==> src/rtl/core/ttdr_pkg.sv <==
// -----------------------------------------------------------------------------
// ttdr_pkg
// Shared types and constants for the tick timer with drift-trimmed reload.
// -----------------------------------------------------------------------------
package ttdr_pkg;

   localparam logic [31:0] ALL_ONES    = 32'hFFFF_FFFF;
   // Reciprocal of ten: (x * RECIP_TENTH) >> TENTH_SHIFT equals x / 10 for any 32-bit x.
   localparam logic [31:0] RECIP_TENTH = 32'hCCCC_CCCD;
   localparam int          TENTH_SHIFT = 35;

   typedef enum logic [1:0] {
      OP_SAMPLE = 2'd0,
      OP_TICK   = 2'd1,
      OP_ALARM  = 2'd2,
      OP_NONE   = 2'd3
   } op_type;

   typedef enum logic [2:0] {
      ST_IDLE,
      ST_DECODE,
      ST_SCAN,
      ST_DRAIN,
      ST_PASS,
      ST_TRIM,
      ST_FINISH
   } state_type;

   typedef struct packed {
      logic capture;     // latch the accepted request
      logic samp_write;  // write the sample into the store
      logic fill_inc;    // advance the fill count
      logic sel_start;   // set up the first selection pass
      logic scan_step;   // read one stored sample and advance the scan
      logic pass_next;   // move on to the next selection pass
      logic rate_load;   // take the selected sample as the rate
      logic cal_finish;  // end of a calibration set
      logic failed_set;  // too few nonzero samples
      logic tick_step;   // count the tick, check the alarm, start the trim product
      logic tick_trim;   // form the trimmed reload value
      logic alarm_write; // write the alarm
      logic rsp_load;    // move the finished result into the output register
   } cmd_type;

   typedef struct packed {
      op_type op;
      logic   fill_last;
      logic   scan_last;
      logic   found;
      logic   pass_last;
   } status_type;

endpackage

==> src/rtl/core/ttdr_ram.sv <==
// -----------------------------------------------------------------------------
// ttdr_ram
// Generic single-write, single-read RAM with a registered read port.
// -----------------------------------------------------------------------------
module ttdr_ram #(
   parameter int WIDTH = 32,
   parameter int DEPTH = 10
) (
   input  logic                     clock,
   input  logic                     wr_en,
   input  logic [$clog2(DEPTH)-1:0] wr_addr,
   input  logic [WIDTH-1:0]         wr_data,
   input  logic [$clog2(DEPTH)-1:0] rd_addr,
   output logic [WIDTH-1:0]         rd_data
);

   logic [WIDTH-1:0] mem_ff [DEPTH];
   logic [WIDTH-1:0] rd_data_ff;

   always_ff @(posedge clock) begin
      if (wr_en) begin
         mem_ff[wr_addr] <= wr_data;
      end
      rd_data_ff <= mem_ff[rd_addr];
   end

   assign rd_data = rd_data_ff;

endmodule

==> src/rtl/core/ttdr_ctrl.sv <==
// -----------------------------------------------------------------------------
// ttdr_ctrl
// Controller: sequences one request at a time and hands the result to the
// output register.
// -----------------------------------------------------------------------------
module ttdr_ctrl (
   input  logic                 clock,
   input  logic                 reset,
   input  logic                 req_tvalid,
   output logic                 req_tready,
   output logic                 rsp_tvalid,
   input  logic                 rsp_tready,
   input  ttdr_pkg::status_type status,
   output ttdr_pkg::cmd_type    cmd
);

   ttdr_pkg::state_type state_ff, state_in;
   logic                rsp_valid_ff, rsp_valid_in;
   logic                rsp_free;

   assign rsp_free = !rsp_valid_ff || rsp_tready;

   always_ff @(posedge clock) begin
      if (reset) begin
         state_ff     <= ttdr_pkg::ST_IDLE;
         rsp_valid_ff <= 1'b0;
      end else begin
         state_ff     <= state_in;
         rsp_valid_ff <= rsp_valid_in;
      end
   end

   always_comb begin
      state_in = state_ff;
      cmd      = '0;
      case (state_ff)
         ttdr_pkg::ST_IDLE: begin
            if (req_tvalid) begin
               cmd.capture = 1'b1;
               state_in    = ttdr_pkg::ST_DECODE;
            end
         end
         ttdr_pkg::ST_DECODE: begin
            case (status.op)
               ttdr_pkg::OP_SAMPLE: begin
                  cmd.samp_write = 1'b1;
                  if (status.fill_last) begin
                     cmd.sel_start = 1'b1;
                     state_in      = ttdr_pkg::ST_SCAN;
                  end else begin
                     cmd.fill_inc = 1'b1;
                     state_in     = ttdr_pkg::ST_FINISH;
                  end
               end
               ttdr_pkg::OP_TICK: begin
                  cmd.tick_step = 1'b1;
                  state_in      = ttdr_pkg::ST_TRIM;
               end
               ttdr_pkg::OP_ALARM: begin
                  cmd.alarm_write = 1'b1;
                  state_in        = ttdr_pkg::ST_FINISH;
               end
               default: begin
                  state_in = ttdr_pkg::ST_FINISH;
               end
            endcase
         end
         ttdr_pkg::ST_SCAN: begin
            cmd.scan_step = 1'b1;
            if (status.scan_last) begin
               state_in = ttdr_pkg::ST_DRAIN;
            end
         end
         ttdr_pkg::ST_DRAIN: begin
            // The last read of the pass is compared during this cycle.
            state_in = ttdr_pkg::ST_PASS;
         end
         ttdr_pkg::ST_PASS: begin
            if (!status.found) begin
               cmd.failed_set = 1'b1;
               cmd.cal_finish = 1'b1;
               state_in       = ttdr_pkg::ST_FINISH;
            end else if (status.pass_last) begin
               cmd.rate_load  = 1'b1;
               cmd.cal_finish = 1'b1;
               state_in       = ttdr_pkg::ST_FINISH;
            end else begin
               cmd.pass_next = 1'b1;
               state_in      = ttdr_pkg::ST_SCAN;
            end
         end
         ttdr_pkg::ST_TRIM: begin
            cmd.tick_trim = 1'b1;
            state_in      = ttdr_pkg::ST_FINISH;
         end
         ttdr_pkg::ST_FINISH: begin
            if (rsp_free) begin
               cmd.rsp_load = 1'b1;
               state_in     = ttdr_pkg::ST_IDLE;
            end
         end
         default: begin
            state_in = ttdr_pkg::ST_IDLE;
         end
      endcase
   end

   always_comb begin
      if (cmd.rsp_load) begin
         rsp_valid_in = 1'b1;
      end else if (rsp_tready) begin
         rsp_valid_in = 1'b0;
      end else begin
         rsp_valid_in = rsp_valid_ff;
      end
   end

   assign req_tready = (state_ff == ttdr_pkg::ST_IDLE);
   assign rsp_tvalid = rsp_valid_ff;

endmodule

==> src/rtl/core/ttdr_dpath.sv <==
// -----------------------------------------------------------------------------
// ttdr_dpath
// Datapath: sample store, order-statistic search, tick and alarm registers,
// drift trim of the reload value and the output register.
// -----------------------------------------------------------------------------
module ttdr_dpath #(
   parameter int SAMPLE_COUNT = 10
) (
   input  logic                 clock,
   input  logic                 reset,
   input  ttdr_pkg::cmd_type    cmd,
   output ttdr_pkg::status_type status,
   input  logic [1:0]           req_operation,
   input  logic [31:0]          req_sample_value,
   input  logic [31:0]          req_reference_ticks,
   input  logic                 req_boot_cpu,
   input  logic [31:0]          req_alarm_value,
   output logic [31:0]          rsp_reload_value,
   output logic                 rsp_reload_valid,
   output logic                 rsp_wake,
   output logic [31:0]          rsp_tick_count_out,
   output logic                 rsp_calibration_done,
   output logic                 rsp_calibration_failed,
   output logic [31:0]          rsp_rate_out
);

   localparam int IDX_W  = $clog2(SAMPLE_COUNT);
   localparam int SKIP   = (SAMPLE_COUNT - 1) / 2;
   localparam int PASS_W = (SKIP > 0) ? $clog2(SKIP + 1) : 1;
   localparam logic [IDX_W-1:0]  LAST_IDX  = IDX_W'(SAMPLE_COUNT - 1);
   localparam logic [PASS_W-1:0] LAST_PASS = PASS_W'(SKIP);

   // Captured request
   ttdr_pkg::op_type op_ff;
   logic [31:0]      sample_ff, reference_ff, alarm_req_ff;
   logic             boot_ff;

   // Architectural state
   logic [IDX_W-1:0] fill_ff, fill_in;
   logic [31:0]      rate_ff, rate_in;
   logic [31:0]      count_ff, count_in;
   logic [31:0]      alarm_ff, alarm_in;

   // Selection search
   logic [IDX_W-1:0]  scan_ff, scan_in;
   logic [PASS_W-1:0] pass_ff, pass_in;
   logic              rd_valid_ff, rd_valid_in;
   logic [IDX_W-1:0]  rd_idx_ff, rd_idx_in;
   logic [31:0]       prev_val_ff, prev_val_in;
   logic [IDX_W-1:0]  prev_idx_ff, prev_idx_in;
   logic              have_prev_ff, have_prev_in;
   logic [31:0]       best_val_ff, best_val_in;
   logic [IDX_W-1:0]  best_idx_ff, best_idx_in;
   logic              found_ff, found_in;
   logic [31:0]       rd_data;
   logic              above_prev, candidate;

   // Tick path and result
   logic [63:0] product_ff, product_in;
   logic [31:0] tenth;
   logic [32:0] trim_sum;
   logic [31:0] count_next;
   logic [31:0] reload_ff, reload_in;
   logic        reload_valid_ff, reload_valid_in;
   logic        wake_ff, wake_in;
   logic        done_ff, done_in;
   logic        failed_ff, failed_in;

   // Output register
   logic [31:0] out_reload_ff, out_count_ff, out_rate_ff;
   logic        out_reload_valid_ff, out_wake_ff, out_done_ff, out_failed_ff;

   ttdr_ram #(
      .WIDTH (32),
      .DEPTH (SAMPLE_COUNT)
   ) u_store (
      .clock   (clock),
      .wr_en   (cmd.samp_write),
      .wr_addr (fill_ff),
      .wr_data (sample_ff),
      .rd_addr (scan_ff),
      .rd_data (rd_data)
   );

   // A sample qualifies when it follows the previous pick in (value, index)
   // order; this ranks repeated values as separate samples, lowest index first.
   assign above_prev = !have_prev_ff || (rd_data > prev_val_ff) ||
                       ((rd_data == prev_val_ff) && (rd_idx_ff > prev_idx_ff));
   assign candidate  = rd_valid_ff && (rd_data != 32'd0) && above_prev &&
                       (!found_ff || (rd_data < best_val_ff));

   assign count_next = count_ff + 32'd1;
   assign tenth      = {3'b000, product_ff[63:ttdr_pkg::TENTH_SHIFT]};
   assign trim_sum   = {1'b0, rate_ff} + {1'b0, tenth};

   always_comb begin
      fill_in         = fill_ff;
      rate_in         = rate_ff;
      count_in        = count_ff;
      alarm_in        = alarm_ff;
      scan_in         = scan_ff;
      pass_in         = pass_ff;
      rd_valid_in     = cmd.scan_step;
      rd_idx_in       = scan_ff;
      prev_val_in     = prev_val_ff;
      prev_idx_in     = prev_idx_ff;
      have_prev_in    = have_prev_ff;
      best_val_in     = best_val_ff;
      best_idx_in     = best_idx_ff;
      found_in        = found_ff;
      product_in      = product_ff;
      reload_in       = reload_ff;
      reload_valid_in = reload_valid_ff;
      wake_in         = wake_ff;
      done_in         = done_ff;
      failed_in       = failed_ff;

      if (cmd.capture) begin
         reload_in       = 32'd0;
         reload_valid_in = 1'b0;
         wake_in         = 1'b0;
         done_in         = 1'b0;
         failed_in       = 1'b0;
      end
      if (cmd.fill_inc) begin
         fill_in = fill_ff + IDX_W'(1);
      end
      if (cmd.sel_start) begin
         scan_in      = '0;
         pass_in      = '0;
         have_prev_in = 1'b0;
         found_in     = 1'b0;
      end
      if (cmd.scan_step) begin
         scan_in = scan_ff + IDX_W'(1);
      end
      if (candidate) begin
         best_val_in = rd_data;
         best_idx_in = rd_idx_ff;
         found_in    = 1'b1;
      end
      if (cmd.pass_next) begin
         prev_val_in  = best_val_ff;
         prev_idx_in  = best_idx_ff;
         have_prev_in = 1'b1;
         found_in     = 1'b0;
         scan_in      = '0;
         pass_in      = pass_ff + PASS_W'(1);
      end
      if (cmd.rate_load) begin
         rate_in = best_val_ff;
      end
      if (cmd.cal_finish) begin
         count_in = 32'd0;
         alarm_in = ttdr_pkg::ALL_ONES;
         fill_in  = '0;
         done_in  = 1'b1;
      end
      if (cmd.failed_set) begin
         failed_in = 1'b1;
      end
      if (cmd.tick_step) begin
         product_in = 64'(rate_ff) * 64'(ttdr_pkg::RECIP_TENTH);
         if (boot_ff) begin
            count_in = count_next;
            if (alarm_ff <= count_next) begin
               alarm_in = ttdr_pkg::ALL_ONES;
               wake_in  = 1'b1;
            end
         end
      end
      if (cmd.tick_trim) begin
         reload_valid_in = 1'b1;
         if (count_ff < reference_ff) begin
            reload_in = rate_ff - tenth;
         end else if (count_ff > reference_ff) begin
            reload_in = trim_sum[32] ? ttdr_pkg::ALL_ONES : trim_sum[31:0];
         end else begin
            reload_in = rate_ff;
         end
      end
      if (cmd.alarm_write) begin
         alarm_in = alarm_req_ff;
      end
   end

   always_ff @(posedge clock) begin
      if (reset) begin
         fill_ff     <= '0;
         rate_ff     <= 32'd0;
         count_ff    <= 32'd0;
         alarm_ff    <= ttdr_pkg::ALL_ONES;
         scan_ff     <= '0;
         pass_ff     <= '0;
         rd_valid_ff <= 1'b0;
         found_ff    <= 1'b0;
      end else begin
         fill_ff     <= fill_in;
         rate_ff     <= rate_in;
         count_ff    <= count_in;
         alarm_ff    <= alarm_in;
         scan_ff     <= scan_in;
         pass_ff     <= pass_in;
         rd_valid_ff <= rd_valid_in;
         found_ff    <= found_in;
      end
   end

   always_ff @(posedge clock) begin
      if (cmd.capture) begin
         op_ff        <= ttdr_pkg::op_type'(req_operation);
         sample_ff    <= req_sample_value;
         reference_ff <= req_reference_ticks;
         boot_ff      <= req_boot_cpu;
         alarm_req_ff <= req_alarm_value;
      end
      rd_idx_ff       <= rd_idx_in;
      prev_val_ff     <= prev_val_in;
      prev_idx_ff     <= prev_idx_in;
      have_prev_ff    <= have_prev_in;
      best_val_ff     <= best_val_in;
      best_idx_ff     <= best_idx_in;
      product_ff      <= product_in;
      reload_ff       <= reload_in;
      reload_valid_ff <= reload_valid_in;
      wake_ff         <= wake_in;
      done_ff         <= done_in;
      failed_ff       <= failed_in;
      if (cmd.rsp_load) begin
         out_reload_ff       <= reload_ff;
         out_reload_valid_ff <= reload_valid_ff;
         out_wake_ff         <= wake_ff;
         out_count_ff        <= count_ff;
         out_done_ff         <= done_ff;
         out_failed_ff       <= failed_ff;
         out_rate_ff         <= rate_ff;
      end
   end

   assign status.op        = op_ff;
   assign status.fill_last = (fill_ff == LAST_IDX);
   assign status.scan_last = (scan_ff == LAST_IDX);
   assign status.found     = found_ff;
   assign status.pass_last = (pass_ff == LAST_PASS);

   assign rsp_reload_value       = out_reload_ff;
   assign rsp_reload_valid       = out_reload_valid_ff;
   assign rsp_wake               = out_wake_ff;
   assign rsp_tick_count_out     = out_count_ff;
   assign rsp_calibration_done   = out_done_ff;
   assign rsp_calibration_failed = out_failed_ff;
   assign rsp_rate_out           = out_rate_ff;

endmodule

==> src/rtl/core/tick_timer_with_drift_reload_unit.sv <==
// -----------------------------------------------------------------------------
// tick_timer_with_drift_reload_unit
// Tick timer with order-statistic calibration and drift-trimmed reload.
// -----------------------------------------------------------------------------
// The block takes one request at a time and returns exactly one response per
// request. A set-alarm request, an unused code or a sample that does not
// complete the set goes from decode to finish; a tick passes through the trim
// state between them. A sample that completes the set runs the rate selection:
// it walks the stored samples through the single read port of the sample RAM
// once per pass, for (SAMPLE_COUNT-1)/2+1 passes, and ends the search early
// when a pass finds no nonzero sample above the last pick. A finished response
// waits in the output register, and the next request is taken while it is
// still pending.
module tick_timer_with_drift_reload_unit #(
   parameter int SAMPLE_COUNT = 10
) (
   input  logic        clock,
   input  logic        reset,
   input  logic        req_tvalid,
   output logic        req_tready,
   // [31:0] sample_value, [63:32] reference_ticks, [95:64] alarm_value
   input  logic [95:0] req_tdata,
   // [1:0] operation, [2] boot_cpu
   input  logic [2:0]  req_tuser,
   output logic        rsp_tvalid,
   input  logic        rsp_tready,
   // [31:0] reload_value, [63:32] tick_count_out, [95:64] rate_out
   output logic [95:0] rsp_tdata,
   // [0] reload_valid, [1] wake, [2] calibration_done, [3] calibration_failed
   output logic [3:0]  rsp_tuser
);

   ttdr_pkg::cmd_type    cmd;
   ttdr_pkg::status_type status;

   ttdr_ctrl u_ctrl (
      .clock      (clock),
      .reset      (reset),
      .req_tvalid (req_tvalid),
      .req_tready (req_tready),
      .rsp_tvalid (rsp_tvalid),
      .rsp_tready (rsp_tready),
      .status     (status),
      .cmd        (cmd)
   );

   ttdr_dpath #(
      .SAMPLE_COUNT (SAMPLE_COUNT)
   ) u_dpath (
      .clock                  (clock),
      .reset                  (reset),
      .cmd                    (cmd),
      .status                 (status),
      .req_operation          (req_tuser[1:0]),
      .req_sample_value       (req_tdata[31:0]),
      .req_reference_ticks    (req_tdata[63:32]),
      .req_boot_cpu           (req_tuser[2]),
      .req_alarm_value        (req_tdata[95:64]),
      .rsp_reload_value       (rsp_tdata[31:0]),
      .rsp_reload_valid       (rsp_tuser[0]),
      .rsp_wake               (rsp_tuser[1]),
      .rsp_tick_count_out     (rsp_tdata[63:32]),
      .rsp_calibration_done   (rsp_tuser[2]),
      .rsp_calibration_failed (rsp_tuser[3]),
      .rsp_rate_out           (rsp_tdata[95:64])
   );

endmodule

==> config.mk <==
export PLATFORM = sky130hd
export DESIGN_NAME = tick_timer_with_drift_reload_unit
export DESIGN_NICKNAME = d
export VERILOG_FILES = /design/src/rtl/core/ttdr_pkg.sv /design/src/rtl/core/ttdr_ram.sv /design/src/rtl/core/ttdr_ctrl.sv /design/src/rtl/core/ttdr_dpath.sv /design/src/rtl/core/tick_timer_with_drift_reload_unit.sv
export SDC_FILE = /design/constraint.sdc
export NUM_CORES = 2
export LEC_CHECK = 0
export BUFFER_PORTS_ARGS = -buffer_cell sky130_fd_sc_hd__buf_2
export CAP_MARGIN = 15
export CORE_MARGIN = 2
export CORE_UTILIZATION = 63
export CTS_CLUSTER_SIZE = 28
export DETAILED_ROUTE_END_ITERATION = 10
export PLACE_DENSITY = 0.83
export SLEW_MARGIN = 20
export SYNTH_ARGS = -nofsm -noshare
export SYNTH_HDL_FRONTEND = slang
export SYNTH_HIERARCHICAL = 1
export SYNTH_SLANG_ARGS = --single-unit
==> constraint.sdc <==
create_clock -name clock -period 8.4 [get_ports clock]
set_clock_uncertainty 0.05 [all_clocks]
set_input_delay 0.84 -clock clock [delete_from_list [all_inputs] [get_ports clock]]
set_output_delay 0.84 -clock clock [all_outputs]
set_load 0.1 [all_outputs]
==> results_dict.tcl <==
set metrics [dict create \
    status "finished clean" \
    post_cts_buffers 0 \
    synthCells 4379 \
    clock-root-buffer "clkbuf_16" \
    ys_seq_area_share_pct 43.1 \
    yosys_most_used_dff "edfxtp_1" \
    clkSinkCount 806 \
    synth_area_um2 52600 \
    p_leak_uw 0.0260 \
    fp.dieArea_um2 85800 \
    crit_type "reg -> reg" \
    area_growth_pct 10.2 \
    fin_worst_hold_slack_ns 0.288 \
    core.rowCount 105 \
    arrival_ns 8.42 \
    vias 35100 \
    slew_headroom_pct 25.5 \
    drcViolationCount 0 \
    synth_warnings 6 \
    hold_class "in -> reg" \
    syn-num-nets 5416 \
    start_util_pct 63.8 \
    fin_util_pct 70.3 \
    die_h_um 293 \
    h-tree-depth 3 \
    routed_wirelength_um 140000 \
    gp_congestion 1.00 \
    nets 5667 \
    first_pass_iters 5 \
    start_kind "register" \
    fin_tns_setup_ns 0 \
    rr_startpoint "u_dpath/rate_ff[16]$_SDFFE_PP0P_" \
    fin_crit_sh_pct 96.0 \
    drv_slew 0 \
    maxCapViolations 0 \
    crit_start "u_dpath/rate_ff[16]$_SDFFE_PP0P_" \
    drive_above_1_share_pct 12.9 \
    wl_per_cell_um 24.3 \
    worst_pin_slew_ns 1.11 \
    required_ns 8.75 \
    crit_end "u_dpath/product_ff[62]$_DFFE_PP_" \
    grt_overflow 0 \
    power_density_nw_per_um2 158 \
    place_area_um2 55100 \
    grt_pass1_wl_um 212000 \
    clk_latency_ns 0.67 \
    ant_nets 0 \
    max_clock_freq_mhz 124 \
    io_buffers 204 \
    stdcell_area_um2 57900 \
    r2r_cells 26 \
    cts_buffers 83 \
    cp-end-kind "register" \
    ys_seq_elements 806 \
    critPathMaxFanout 7 \
    finalHoldViolCount 0 \
    cts_tree "yes" \
    min_period_ns 8.07 \
    core_area_um2 82400 \
    avgSynthCellArea_um2 12.0 \
    ys_async_sr_fraction_pct 0 \
    drtIter0Drc 3349 \
    grt_setup_unrepaired "false" \
    rrSetupSlack_ns 0.33 \
    dp_hpwl_um 106000 \
    ys_types 94 \
    setup_viol 0 \
    ir_drop_v 0.000199 \
    cts_buffer_depth 3 \
    clk_pin_slew_ns 0.07 \
    final_common_cell "inv_1" \
    grt_max_degree 72 \
    timing.rr.end "u_dpath/product_ff[62]$_DFFE_PP_" \
    grt_pass1_vias 35400 \
    synth-edff-count 652 \
    viasPerCell 6.08 \
    mostFrequentLayoutCells "794 x inv_1, 652 x edfxtp_1, 545 x ha_1" \
    boundaryPins 205 \
    antenna_found_initial 6 \
    grtUsageTotal_pct 32.8 \
    die_w_um 293 \
]
## cell type report
type	instances	area [µm²]
clock inverters	44	558
repair buffers	286	1640
well taps	1070	1340
multi-input cells	2655	26500
fillers	5684	24400
diodes	4	10.0
inverters	798	3000
flip-flops and latches	806	22700
clock buffers	110	2270
## metal layers
metal / vias up / global-route usage [%] / wire length, µm
met1: 17400 / 46.0 / 58400
met4: 0 / 11.6 / 5020
met2: 1628 / 52.2 / 64800
li1: 15700 / - / -
met3: 314 / 5.62 / 12000
met5: - / 0 / 0
## through the flow
stage	std cells	setup WS, ns	total power [µW]
5_1_grt	5772	0.0100	9430
3_3_place_gp	5615	0.646	5410
4_1_cts	5769	0.381	9200
3_5_place_dp	5615	0.415	5440
6_report	5773	0.333	9150
2_1_floorplan	4379	1.25	5230
## how the worst min path moves through the flow
stage	depth (start not counted)	start	end	slack [ns]
after floorplan	0	u_dpath/rd_idx_in[3]$_SDFFE_PP0P_	u_dpath/rd_idx_ff[3]$_DFF_P_	0.32
after CTS	1	req_tdata[17]	u_dpath/sample_ff[17]$_DFFE_PP_	0.26
after global routing	1	req_tdata[20]	u_dpath/sample_ff[20]$_DFFE_PP_	0.26
final	1	req_tdata[17]	u_dpath/sample_ff[17]$_DFFE_PP_	0.29
after global placement	0	u_dpath/reload_ff[16]$_SDFFCE_PN0P_	u_dpath/rsp_reload_value[16]$_DFFE_PP_	0.35
after detailed placement	0	u_dpath/reload_ff[10]$_SDFFCE_PN0P_	u_dpath/rsp_reload_value[10]$_DFFE_PP_	0.36
## state kept, by name, summed over array words and instances (netlist names), 3 cells and up
| signal | cells |
|---|---|
| u_dpath/rate_ff | 32 |
| u_dpath/product_ff | 29 |
| u_dpath/pass_ff | 3 |
| u_dpath/rsp_tick_count_out | 32 |
| u_dpath/u_store/mem_ff | 320 |
| u_dpath/alarm_ff | 32 |
| u_dpath/alarm_req_ff | 32 |
| u_dpath/rsp_reload_value | 32 |
| u_dpath/sample_ff | 32 |
| u_dpath/rd_idx_in | 4 |
| u_dpath/reload_ff | 32 |
| u_dpath/prev_idx_ff | 4 |
| u_dpath/count_ff | 32 |
| u_dpath/fill_ff | 4 |
| u_ctrl/state_ff | 3 |
| u_dpath/u_store/rd_data | 32 |
| u_dpath/best_idx_ff | 4 |
| u_dpath/rsp_rate_out | 32 |
| u_dpath/prev_val_ff | 32 |
| u_dpath/rd_idx_ff | 4 |
| u_dpath/reference_ff | 32 |
| u_dpath/best_val_ff | 32 |
## cell families after synthesis
group	count (synthesis)	synth area share, %
AND/OR/NAND/NOR	665	6.42
XOR/XNOR	128	2.13
flip-flops	806	43.1
adder cells (fa/ha/maj)	934	27.8
multiplexers	195	3.94
buffers and inverters	918	6.79
AO/OA/AOI/OAI	733	9.85
## Yosys cell counts, types with 90 or more instances
cell,instances,area [µm²]
edfxtp_1,652,19600
a21oi_1,169,846
mux2_2,90,1010
dfxtp_1,154,3080
inv_1,794,2980
mux2i_1,99,991
ha_1,545,6820
fa_1,389,7790
a21o_1,101,758
o21ai_0,104,521
nand2_1,127,477
nor2_1,194,728
## power by group
group          internal (µW)  switching, µW
sequential              4540            155
combinational            258            423
clock                   2130           1650
## critical path, cell delays in order (launching register included)
cell	delay [ns]
dfxtp_1	0.54
ha_1	0.38
inv_1	0.17
fa_1	0.57
inv_1	0.06
fa_1	0.50
inv_1	0.05
fa_1	0.51
inv_1	0.06
fa_1	0.55
fa_1	0.44
fa_1	0.49
inv_1	0.05
fa_1	0.47
inv_1	0.05
ha_1	0.36
nand2_1	0.12
nor3_2	0.27
nand2_1	0.18
a2111oi_0	0.40
a22oi_1	0.19
buf_4	0.21
o2111ai_1	0.33
nand2_1	0.12
o21ai_0	0.40
o22ai_1	0.18
xnor2_1	0.16
## timing repair
item                       in CTS  in global routing
hold buffers                    0                  0
gates resized for setup         0                  1
setup endpoints to repair       0                  2
Note: power is estimated with default switching activity, not from simulation.
